### config.mk
export PLATFORM = sky130hd
export DESIGN_NAME = unique_key_list_engine_unit
export DESIGN_NICKNAME = d
export VERILOG_FILES = /design/src/rtl/ukl_pkg.sv /design/src/rtl/ukl_ctrl.sv /design/src/rtl/ukl_datapath.sv /design/src/rtl/unique_key_list_engine_unit.sv
export SDC_FILE = /design/constraint.sdc
export NUM_CORES = 1
export LEC_CHECK = 0
export BUFFER_PORTS_ARGS = -buffer_cell sky130_fd_sc_hd__buf_2
export CAP_MARGIN = 20
export CELL_PAD_IN_SITES_DETAIL_PLACEMENT = 0
export CELL_PAD_IN_SITES_GLOBAL_PLACEMENT = 1
export CORE_UTILIZATION = 54
export DETAILED_ROUTE_END_ITERATION = 10
export PLACE_DENSITY = 0.75
export SLEW_MARGIN = 40
export SYNTH_ARGS = -nofsm -noshare
export SYNTH_HDL_FRONTEND = slang
export SYNTH_HIERARCHICAL = 1
export SYNTH_SLANG_ARGS = --single-unit
### constraint.sdc
create_clock -name clk -period 6.6 [get_ports clk]
set_input_delay 0.33 -clock clk [delete_from_list [all_inputs] [get_ports clk]]
set_output_delay 0.33 -clock clk [all_outputs]
set_load 0.05 [all_outputs]
### src/rtl/ukl_pkg.sv
// ----------------------------------------------------------------------------
// ukl_pkg
// Shared types and constants for the unique key list engine: request and
// result codes, controller states and the command/status bundles.
// ----------------------------------------------------------------------------
package ukl_pkg;

	// field widths
	localparam int OP_W       = 2;
	localparam int KEY_W      = 32;
	localparam int STATUS_W   = 3;
	localparam int POS_W      = 4;
	localparam int FILL_W     = 5;
	localparam int LIMIT_W    = 5;

	// stream widths (tdata padded to whole bytes)
	localparam int IN_DATA_W  = 32;
	localparam int IN_USER_W  = 2;
	localparam int OUT_DATA_W = 16;
	localparam int OUT_USER_W = 3;
	localparam int OUT_PAD_W  = OUT_DATA_W - POS_W - FILL_W;

	localparam logic [LIMIT_W-1:0] LIMIT_RESET = 5'd16;

	// request codes
	typedef enum logic [OP_W-1:0] {
		OP_INSERT = 2'd0,
		OP_REMOVE = 2'd1,
		OP_SEARCH = 2'd2
	} ukl_op_t;

	// result codes
	typedef enum logic [STATUS_W-1:0] {
		ST_DONE  = 3'd0,
		ST_DUP   = 3'd1,
		ST_OVER  = 3'd2,
		ST_MISS  = 3'd3,
		ST_UNDER = 3'd4
	} ukl_status_t;

	// source of the reported position
	typedef enum logic [1:0] {
		POS_ZERO,
		POS_IDX,
		POS_FILL
	} ukl_pos_sel_t;

	// controller states
	typedef enum logic [2:0] {
		S_IDLE,
		S_CHECK,
		S_SCAN,
		S_CMP,
		S_SHIFT,
		S_MOVE,
		S_FINISH
	} ukl_state_t;

	// controller -> datapath
	typedef struct packed {
		logic         load_req;
		logic         idx_inc;
		logic         rd_en;
		logic         rd_next;
		logic         wr_append;
		logic         wr_move;
		logic         fill_inc;
		logic         fill_dec;
		logic         res_we;
		ukl_status_t  res_status;
		ukl_pos_sel_t res_pos_sel;
		logic         out_load;
	} ukl_cmd_t;

	// datapath -> controller
	typedef struct packed {
		logic [OP_W-1:0] op;
		logic            full;
		logic            empty;
		logic            at_end;
		logic            at_last;
		logic            hit;
		logic            out_free;
	} ukl_sts_t;

endpackage

### src/rtl/ukl_ctrl.sv
// ----------------------------------------------------------------------------
// ukl_ctrl
// Sequencer for the key list: checks limits, walks the list one entry per
// compare, appends on insert and closes the gap on remove.
// ----------------------------------------------------------------------------
module ukl_ctrl (
	input  logic              clk,
	input  logic              arst_n,
	input  logic              s_tvalid,
	output logic              in_ready,
	input  ukl_pkg::ukl_sts_t sts,
	output ukl_pkg::ukl_cmd_t cmd
);
	import ukl_pkg::*;

	ukl_state_t state_q;
	ukl_state_t state_nxt;

	// state register
	always_ff @(posedge clk or negedge arst_n) begin
		if (!arst_n) begin
			state_q <= S_IDLE;
		end else begin
			state_q <= state_nxt;
		end
	end

	// next state and commands
	always_comb begin
		state_nxt           = state_q;
		cmd                 = '0;
		cmd.res_status      = ST_DONE;
		cmd.res_pos_sel     = POS_ZERO;
		in_ready            = 1'b0;
		case (state_q)
			S_IDLE: begin
				in_ready = 1'b1;
				if (s_tvalid) begin
					cmd.load_req = 1'b1;
					state_nxt    = S_CHECK;
				end
			end
			// limit checks before any scan
			S_CHECK: begin
				case (sts.op)
					OP_INSERT: begin
						if (sts.full) begin
							cmd.res_we     = 1'b1;
							cmd.res_status = ST_OVER;
							state_nxt      = S_FINISH;
						end else begin
							state_nxt = S_SCAN;
						end
					end
					OP_REMOVE: begin
						if (sts.empty) begin
							cmd.res_we     = 1'b1;
							cmd.res_status = ST_UNDER;
							state_nxt      = S_FINISH;
						end else begin
							state_nxt = S_SCAN;
						end
					end
					OP_SEARCH: begin
						state_nxt = S_SCAN;
					end
					default: begin
						// unused code: no change, reported as not found
						cmd.res_we     = 1'b1;
						cmd.res_status = ST_MISS;
						state_nxt      = S_FINISH;
					end
				endcase
			end
			// read next filled entry, or end of list reached
			S_SCAN: begin
				if (sts.at_end) begin
					cmd.res_we = 1'b1;
					if (sts.op == OP_INSERT) begin
						cmd.wr_append   = 1'b1;
						cmd.fill_inc    = 1'b1;
						cmd.res_status  = ST_DONE;
						cmd.res_pos_sel = POS_FILL;
					end else begin
						cmd.res_status = ST_MISS;
					end
					state_nxt = S_FINISH;
				end else begin
					cmd.rd_en = 1'b1;
					state_nxt = S_CMP;
				end
			end
			// compare registered entry with the key
			S_CMP: begin
				if (sts.hit) begin
					cmd.res_we      = 1'b1;
					cmd.res_pos_sel = POS_IDX;
					case (sts.op)
						OP_INSERT: begin
							cmd.res_status = ST_DUP;
							state_nxt      = S_FINISH;
						end
						OP_REMOVE: begin
							cmd.res_status = ST_DONE;
							state_nxt      = S_SHIFT;
						end
						default: begin
							cmd.res_status = ST_DONE;
							state_nxt      = S_FINISH;
						end
					endcase
				end else begin
					cmd.idx_inc = 1'b1;
					state_nxt   = S_SCAN;
				end
			end
			// close the gap one entry at a time
			S_SHIFT: begin
				if (sts.at_last) begin
					cmd.fill_dec = 1'b1;
					state_nxt    = S_FINISH;
				end else begin
					cmd.rd_en   = 1'b1;
					cmd.rd_next = 1'b1;
					state_nxt   = S_MOVE;
				end
			end
			S_MOVE: begin
				cmd.wr_move = 1'b1;
				cmd.idx_inc = 1'b1;
				state_nxt   = S_SHIFT;
			end
			// hand result to the output register once it is free
			S_FINISH: begin
				if (sts.out_free) begin
					cmd.out_load = 1'b1;
					state_nxt    = S_IDLE;
				end
			end
			default: begin
				state_nxt = S_IDLE;
			end
		endcase
	end

endmodule

### src/rtl/ukl_datapath.sv
// ----------------------------------------------------------------------------
// ukl_datapath
// Key memory, fill count, scan index, limit register, result registers and
// the output register of the key list engine.
// ----------------------------------------------------------------------------
module ukl_datapath #(
	parameter int CAPACITY = 16
) (
	input  logic                            clk,
	input  logic                            arst_n,
	input  ukl_pkg::ukl_cmd_t               cmd,
	output ukl_pkg::ukl_sts_t               sts,
	input  logic [ukl_pkg::IN_DATA_W-1:0]   s_tdata,
	input  logic [ukl_pkg::IN_USER_W-1:0]   s_tuser,
	input  logic                            cfg_valid,
	input  logic [ukl_pkg::LIMIT_W-1:0]     cfg_data,
	output logic                            m_tvalid,
	input  logic                            m_tready,
	output logic [ukl_pkg::OUT_DATA_W-1:0]  m_tdata,
	output logic [ukl_pkg::OUT_USER_W-1:0]  m_tuser
);
	import ukl_pkg::*;

	localparam int AW   = (CAPACITY > 1) ? $clog2(CAPACITY) : 1;
	localparam int CW   = $clog2(CAPACITY + 1);
	localparam int CMPW = (CW > LIMIT_W) ? CW : LIMIT_W;

	logic [KEY_W-1:0]    mem [CAPACITY];

	logic [OP_W-1:0]     op_q;
	logic [KEY_W-1:0]    key_q;
	logic [CW-1:0]       idx_q;
	logic [CW-1:0]       filled_q;
	logic [LIMIT_W-1:0]  list_size_q;
	logic [KEY_W-1:0]    rd_data_q;
	ukl_status_t         status_q;
	logic [AW-1:0]       pos_q;
	logic                out_valid_q;

	logic [CW-1:0]       idx_nxt;
	logic [AW-1:0]       rd_addr;
	logic [AW-1:0]       wr_addr;
	logic [KEY_W-1:0]    wr_data;
	logic                wr_en;
	logic [CMPW-1:0]     filled_ext;
	logic [CMPW-1:0]     size_ext;
	logic [CMPW-1:0]     limit;
	logic [AW-1:0]       pos_nxt;

	// address and limit logic
	always_comb begin
		idx_nxt    = idx_q + CW'(1);
		rd_addr    = cmd.rd_next ? idx_nxt[AW-1:0] : idx_q[AW-1:0];
		wr_en      = cmd.wr_append | cmd.wr_move;
		wr_addr    = cmd.wr_append ? filled_q[AW-1:0] : idx_q[AW-1:0];
		wr_data    = cmd.wr_append ? key_q : rd_data_q;
		filled_ext = CMPW'(filled_q);
		size_ext   = CMPW'(list_size_q);
		limit      = (size_ext > CMPW'(CAPACITY)) ? CMPW'(CAPACITY) : size_ext;
		case (cmd.res_pos_sel)
			POS_IDX:  pos_nxt = idx_q[AW-1:0];
			POS_FILL: pos_nxt = filled_q[AW-1:0];
			default:  pos_nxt = '0;
		endcase
	end

	// status to controller
	always_comb begin
		sts.op       = op_q;
		sts.full     = filled_ext >= limit;
		sts.empty    = filled_q == '0;
		sts.at_end   = idx_q == filled_q;
		sts.at_last  = idx_nxt == filled_q;
		sts.hit      = rd_data_q == key_q;
		sts.out_free = !out_valid_q || m_tready;
	end

	// key memory: one write port, one registered read port
	always_ff @(posedge clk) begin
		if (wr_en) begin
			mem[wr_addr] <= wr_data;
		end
		if (cmd.rd_en) begin
			rd_data_q <= mem[rd_addr];
		end
	end

	// request, index and result registers
	always_ff @(posedge clk) begin
		if (cmd.load_req) begin
			op_q  <= s_tuser[OP_W-1:0];
			key_q <= s_tdata[KEY_W-1:0];
			idx_q <= '0;
		end else if (cmd.idx_inc) begin
			idx_q <= idx_nxt;
		end
		if (cmd.res_we) begin
			status_q <= cmd.res_status;
			pos_q    <= pos_nxt;
		end
	end

	// fill count and limit register
	always_ff @(posedge clk or negedge arst_n) begin
		if (!arst_n) begin
			filled_q    <= '0;
			list_size_q <= LIMIT_RESET;
		end else begin
			if (cmd.fill_inc) begin
				filled_q <= filled_q + CW'(1);
			end else if (cmd.fill_dec) begin
				filled_q <= filled_q - CW'(1);
			end
			if (cfg_valid) begin
				list_size_q <= cfg_data;
			end
		end
	end

	// output register valid
	always_ff @(posedge clk or negedge arst_n) begin
		if (!arst_n) begin
			out_valid_q <= 1'b0;
		end else if (cmd.out_load) begin
			out_valid_q <= 1'b1;
		end else if (m_tready) begin
			out_valid_q <= 1'b0;
		end
	end

	// output register payload
	always_ff @(posedge clk) begin
		if (cmd.out_load) begin
			m_tuser <= status_q;
			m_tdata <= {{OUT_PAD_W{1'b0}}, FILL_W'(filled_q), POS_W'(pos_q)};
		end
	end

	assign m_tvalid = out_valid_q;

endmodule

### src/rtl/unique_key_list_engine_unit.sv
// Flow: S_CHECK tests the limits, then S_SCAN and S_CMP alternate per entry until a
//   hit or the end of the list; overflow, underflow and unused op go to S_FINISH.
// A remove that hits then moves each later entry down one place via S_SHIFT/S_MOVE.
// Throughput: one request at a time, the next taken the cycle after the result is
//   loaded; a held output register stalls the finish step until it drains.
// Reset: arst_n clears fill count and output valid, sets list_size to 16.
// ----------------------------------------------------------------------------
// unique_key_list_engine_unit
// Compact list of distinct 32-bit keys with insert, remove and search
// requests; each request returns status, position and fill count.
// ----------------------------------------------------------------------------
module unique_key_list_engine_unit #(
	parameter int CAPACITY = 16
) (
	input  logic                            clk,
	input  logic                            arst_n,
	// request stream
	input  logic                            s_tvalid,
	output logic                            s_tready,
	input  logic [ukl_pkg::IN_DATA_W-1:0]   s_tdata,   // [31:0] key
	input  logic [ukl_pkg::IN_USER_W-1:0]   s_tuser,   // [1:0] operation
	// result stream
	output logic                            m_tvalid,
	input  logic                            m_tready,
	output logic [ukl_pkg::OUT_DATA_W-1:0]  m_tdata,   // [3:0] position, [8:4] fill_count
	output logic [ukl_pkg::OUT_USER_W-1:0]  m_tuser,   // [2:0] status
	// list_size register write
	input  logic                            cfg_valid,
	output logic                            cfg_ready,
	input  logic [ukl_pkg::LIMIT_W-1:0]     cfg_data
);
	import ukl_pkg::*;

	ukl_cmd_t cmd;
	ukl_sts_t sts;

	// register writes are taken at any time
	assign cfg_ready = 1'b1;

	ukl_ctrl u_ctrl (
		.clk      (clk),
		.arst_n   (arst_n),
		.s_tvalid (s_tvalid),
		.in_ready (s_tready),
		.sts      (sts),
		.cmd      (cmd)
	);

	ukl_datapath #(
		.CAPACITY (CAPACITY)
	) u_datapath (
		.clk       (clk),
		.arst_n    (arst_n),
		.cmd       (cmd),
		.sts       (sts),
		.s_tdata   (s_tdata),
		.s_tuser   (s_tuser),
		.cfg_valid (cfg_valid),
		.cfg_data  (cfg_data),
		.m_tvalid  (m_tvalid),
		.m_tready  (m_tready),
		.m_tdata   (m_tdata),
		.m_tuser   (m_tuser)
	);

endmodule
==> reports/qor.yml <==
die:
  rows: 81
  die_y_um: 225
  start_util_pct: 54.7
  core_um2: 48800
  io_pins: 66
  die_area_um2: 50400
  die_x_um: 225
routing:
  drt_iter0_drc: 1391
  routed_wl_um: 64200
  via_count: 14766
  drc: 2
  routedWlPerCell_um: 27.5
  drt.antenna.violating_nets: 0
  drtPass1Iterations: 9
  viasPerCell: 6.33
synthesis:
  netlist_instances: 1520
  synth_edf_count: 597
  netlist_top_cells_area: "edfxtp_1 (67%), mux2i_1 (9.7%), mux4_2 (5.4%)"
  async_flop_share_pct: 2.27
  synth_ff_type: "edfxtp_1"
  ys_types: 61
  yosysWarnings: 6
  syn_area_per_cell_um2: 17.6
  synthTopCellsByCount: "edfxtp_1 (597), mux2i_1 (259), a22oi_1 (68)"
  synth_area_um2: 26700
  synth_top_area_share_pct: 67.0
  ys_ff_latch: 616
  synth-seq-area-share_pct: 68.7
  yosysTopAreaCell: "edfxtp_1"
  post-synth-top-count-cell: "edfxtp_1"
pwr:
  p_leak_nw: 10.1
  ir_drop_mv: 0.367
  p_total_w: 0.0139
  power_density_nw_per_um2: 456
setup_path:
  crit_chain: "ha_4, nor3b_1, a21oi_1, a211oi_1, a21oi_1, nor4_1, nor2_2, and2b_2, nor2_4, buf_16, buf_12, mux4_2, a221o_1"
  worstReg2RegStart: "u_datapath/idx_q[1]"
  worst-path-max-fanout: 42
  cp-start-kind: "flip-flop"
  critical-path-max-stage-delay_ns: 0.83
  critical_path_class: "reg -> reg"
  crit_slowest_cell: "dfxtp_4"
  cp.arrival_ns: 5.26
  crit_required_ns: 6.98
  crit_top_cell: "a21oi_1"
  cp-startpoint: "u_datapath/idx_q[1]"
  critPathCaptureType: "flip-flop"
sta:
  hold_viol_final: 0
  rsz0062_at_grt: "no"
  setup_viol: 0
  max_freq_ghz: 0.205
  fin_crit_sh_pct: 73.9
  maxSlewHeadroom_pct: 40.5
  tightestPinTransition_ns: 0.891
  setup_tns_ns: 0
  drv_slew: 0
  clock_skew_ns: 0.0167
  whs_ns: 0.0516
  fin_crit_ns: 4.88
placement:
  dpl.hpwl_um: 35800
  port_buffers: 57
  routabilityCongestion: 0.771
  dpl-instance-area_um2: 28000
hold_path:
  min-delay-path-class: "in -> reg"
  hold_start: "cfg_valid"
finish:
  fill_cells: 3497
  antennaDiodeCount: 0
  post_route_cells_drive_above_1_share_pct: 19.9
  seqCellArea_um2: 18400
  area_growth_pct: 14.2
  layout.nets: 1678
  multi_input_area_um2: 8020
  design_area_um2: 30500
outcome:
  outcome: "complete, but fails checks"
  violations: "design-rule violations"
clock_network:
  root_buffer: "clkbuf_16"
  insertion_delay_ns: 0.64
  cts_tree: "yes"
  numCtsBuffers: 60
  cts.sinks: 616
  cts_setup_buffers: 0
  htreeDepth: 2
  clockBufferDepth: 3
  path_clk_slew_ns: 0.06
global_routing:
  overflow: 0
  grt_pass1_wl_um: 94500
  antenna_found_initial: 1
  track_usage_pct: 26.0
  grt_pass1_vias: 14861
  grt_start_max_net_pins: 65
run:
  maxCapViolCount: 0
[power breakdown]
part | internal [W] | switching, W | total [W]
clock | 0.00204 | 0.00145 | 0.00349
sequential | 0.00523 | 0.000311 | 0.00554
combinational | 0.00205 | 0.00285 | 0.00491
[path summary, 6_finish.rpt]
kind	endpoint	slack, ns	depth (start not counted)
setup reg to reg	u_datapath/rd_data_q[14]	1.72	13
setup / recovery	u_datapath/rd_data_q[14]	1.72	13
hold / removal	u_datapath/list_size_q[3]	0.05	2
hold reg to reg	u_datapath/m_tuser[1]	0.42	0
max in group asynchronous	u_datapath/list_size_q[4]	6.18	2
min in group asynchronous	u_datapath/list_size_q[2]	0.14	2
[placed cells by master, fill, tap and decap left out, types with 10 or more instances in the layout]
master,n
mux4_2,64
a22oi_1,68
nand2_1,20
xor2_1,39
nor2_1,21
a221oi_1,32
a221o_1,32
buf_2,57
clkbuf_16,61
mux2_2,38
inv_1,11
clkbuf_1,13
nor2_4,18
xnor2_1,10
edfxtp_1,597
a22o_1,32
ha_1,10
buf_4,29
dlygate4sd3_1,42
a32o_1,32
dfrtp_1,13
mux2i_1,258
clkinv_1,15
[final cells by class]
type | count | area share (%)
clock buffer | 74 | 5.16
clock inverter | 36 | 1.41
inverter | 11 | 0.135
multi-input combinational | 788 | 26.3
sequential | 616 | 60.2
tap | 664 | 2.72
timing repair buffer | 145 | 4.12
[cells by family (layout without fill, tap and decap cells)]
| logic type | Yosys count | count (layout) | synth area share [%] |
|---|---|---|---|
| mux | 361 | 361 | 16.7 |
| fa+ha+maj | 12 | 12 | 0.590 |
| simple gates | 120 | 120 | 2.46 |
| xor+xnor | 50 | 50 | 1.67 |
| other cells | 2 | 8 | 0.0281 |
| buf+inv | 122 | 266 | 2.38 |
| flops | 616 | 616 | 68.7 |
| compound gates | 237 | 237 | 7.46 |
[routing by layer]
layer / global-route usage, % / share of wire, % / vias to the layer above
met5: 0 / 0.017 / -
met4: 9.24 / 2.7 / 2
met3: 4.79 / 6.7 / 103
met2: 41.6 / 48 / 507
met1: 35.9 / 43 / 7702
li1: - / - / 6452
[repair_timing]
item | 4_1_cts | 5_1_grt
hold buffers | 42 | 0
gates resized for setup | 0 | 0
hold endpoints to repair | 53 | 0
[sequential cells by signal (all words and copies together) (netlist names)]
register,flops
u_ctrl/state_q,3
u_datapath/idx_q,5
u_datapath/op_q,2
u_datapath/status_q,3
u_datapath/m_tdata,9
u_datapath/mem,512
u_datapath/m_tuser,3
u_datapath/list_size_q,5
u_datapath/filled_ext,5
u_datapath/key_q,32
u_datapath/m_tvalid,1
u_datapath/rd_data_q,32
u_datapath/pos_q,4
[through the flow]
step | worst slack, ns | util [%] | instances
after detailed placement | 1.53 | 57.3 | 2178
final | 1.72 | 62.5 | 2334
after floorplan | 1.96 | - | 1526
after CTS | 1.49 | 62.3 | 2330
after global routing | 1.40 | 62.5 | 2334
after global placement | 1.50 | 57.0 | 2173
[critical path: cells and delay by family (launching register included)]
family / cells / cell delay, ns
multiplexers: 1 / 0.54
buffers and inverters: 2 / 0.49
flip-flops: 1 / 0.83
adder cells (fa/ha/maj): 1 / 0.28
AO/OA/AOI/OAI: 4 / 0.73
AND/OR/NAND/NOR: 5 / 1.66
No activity file was read; power rests on OpenSTA's default activity.
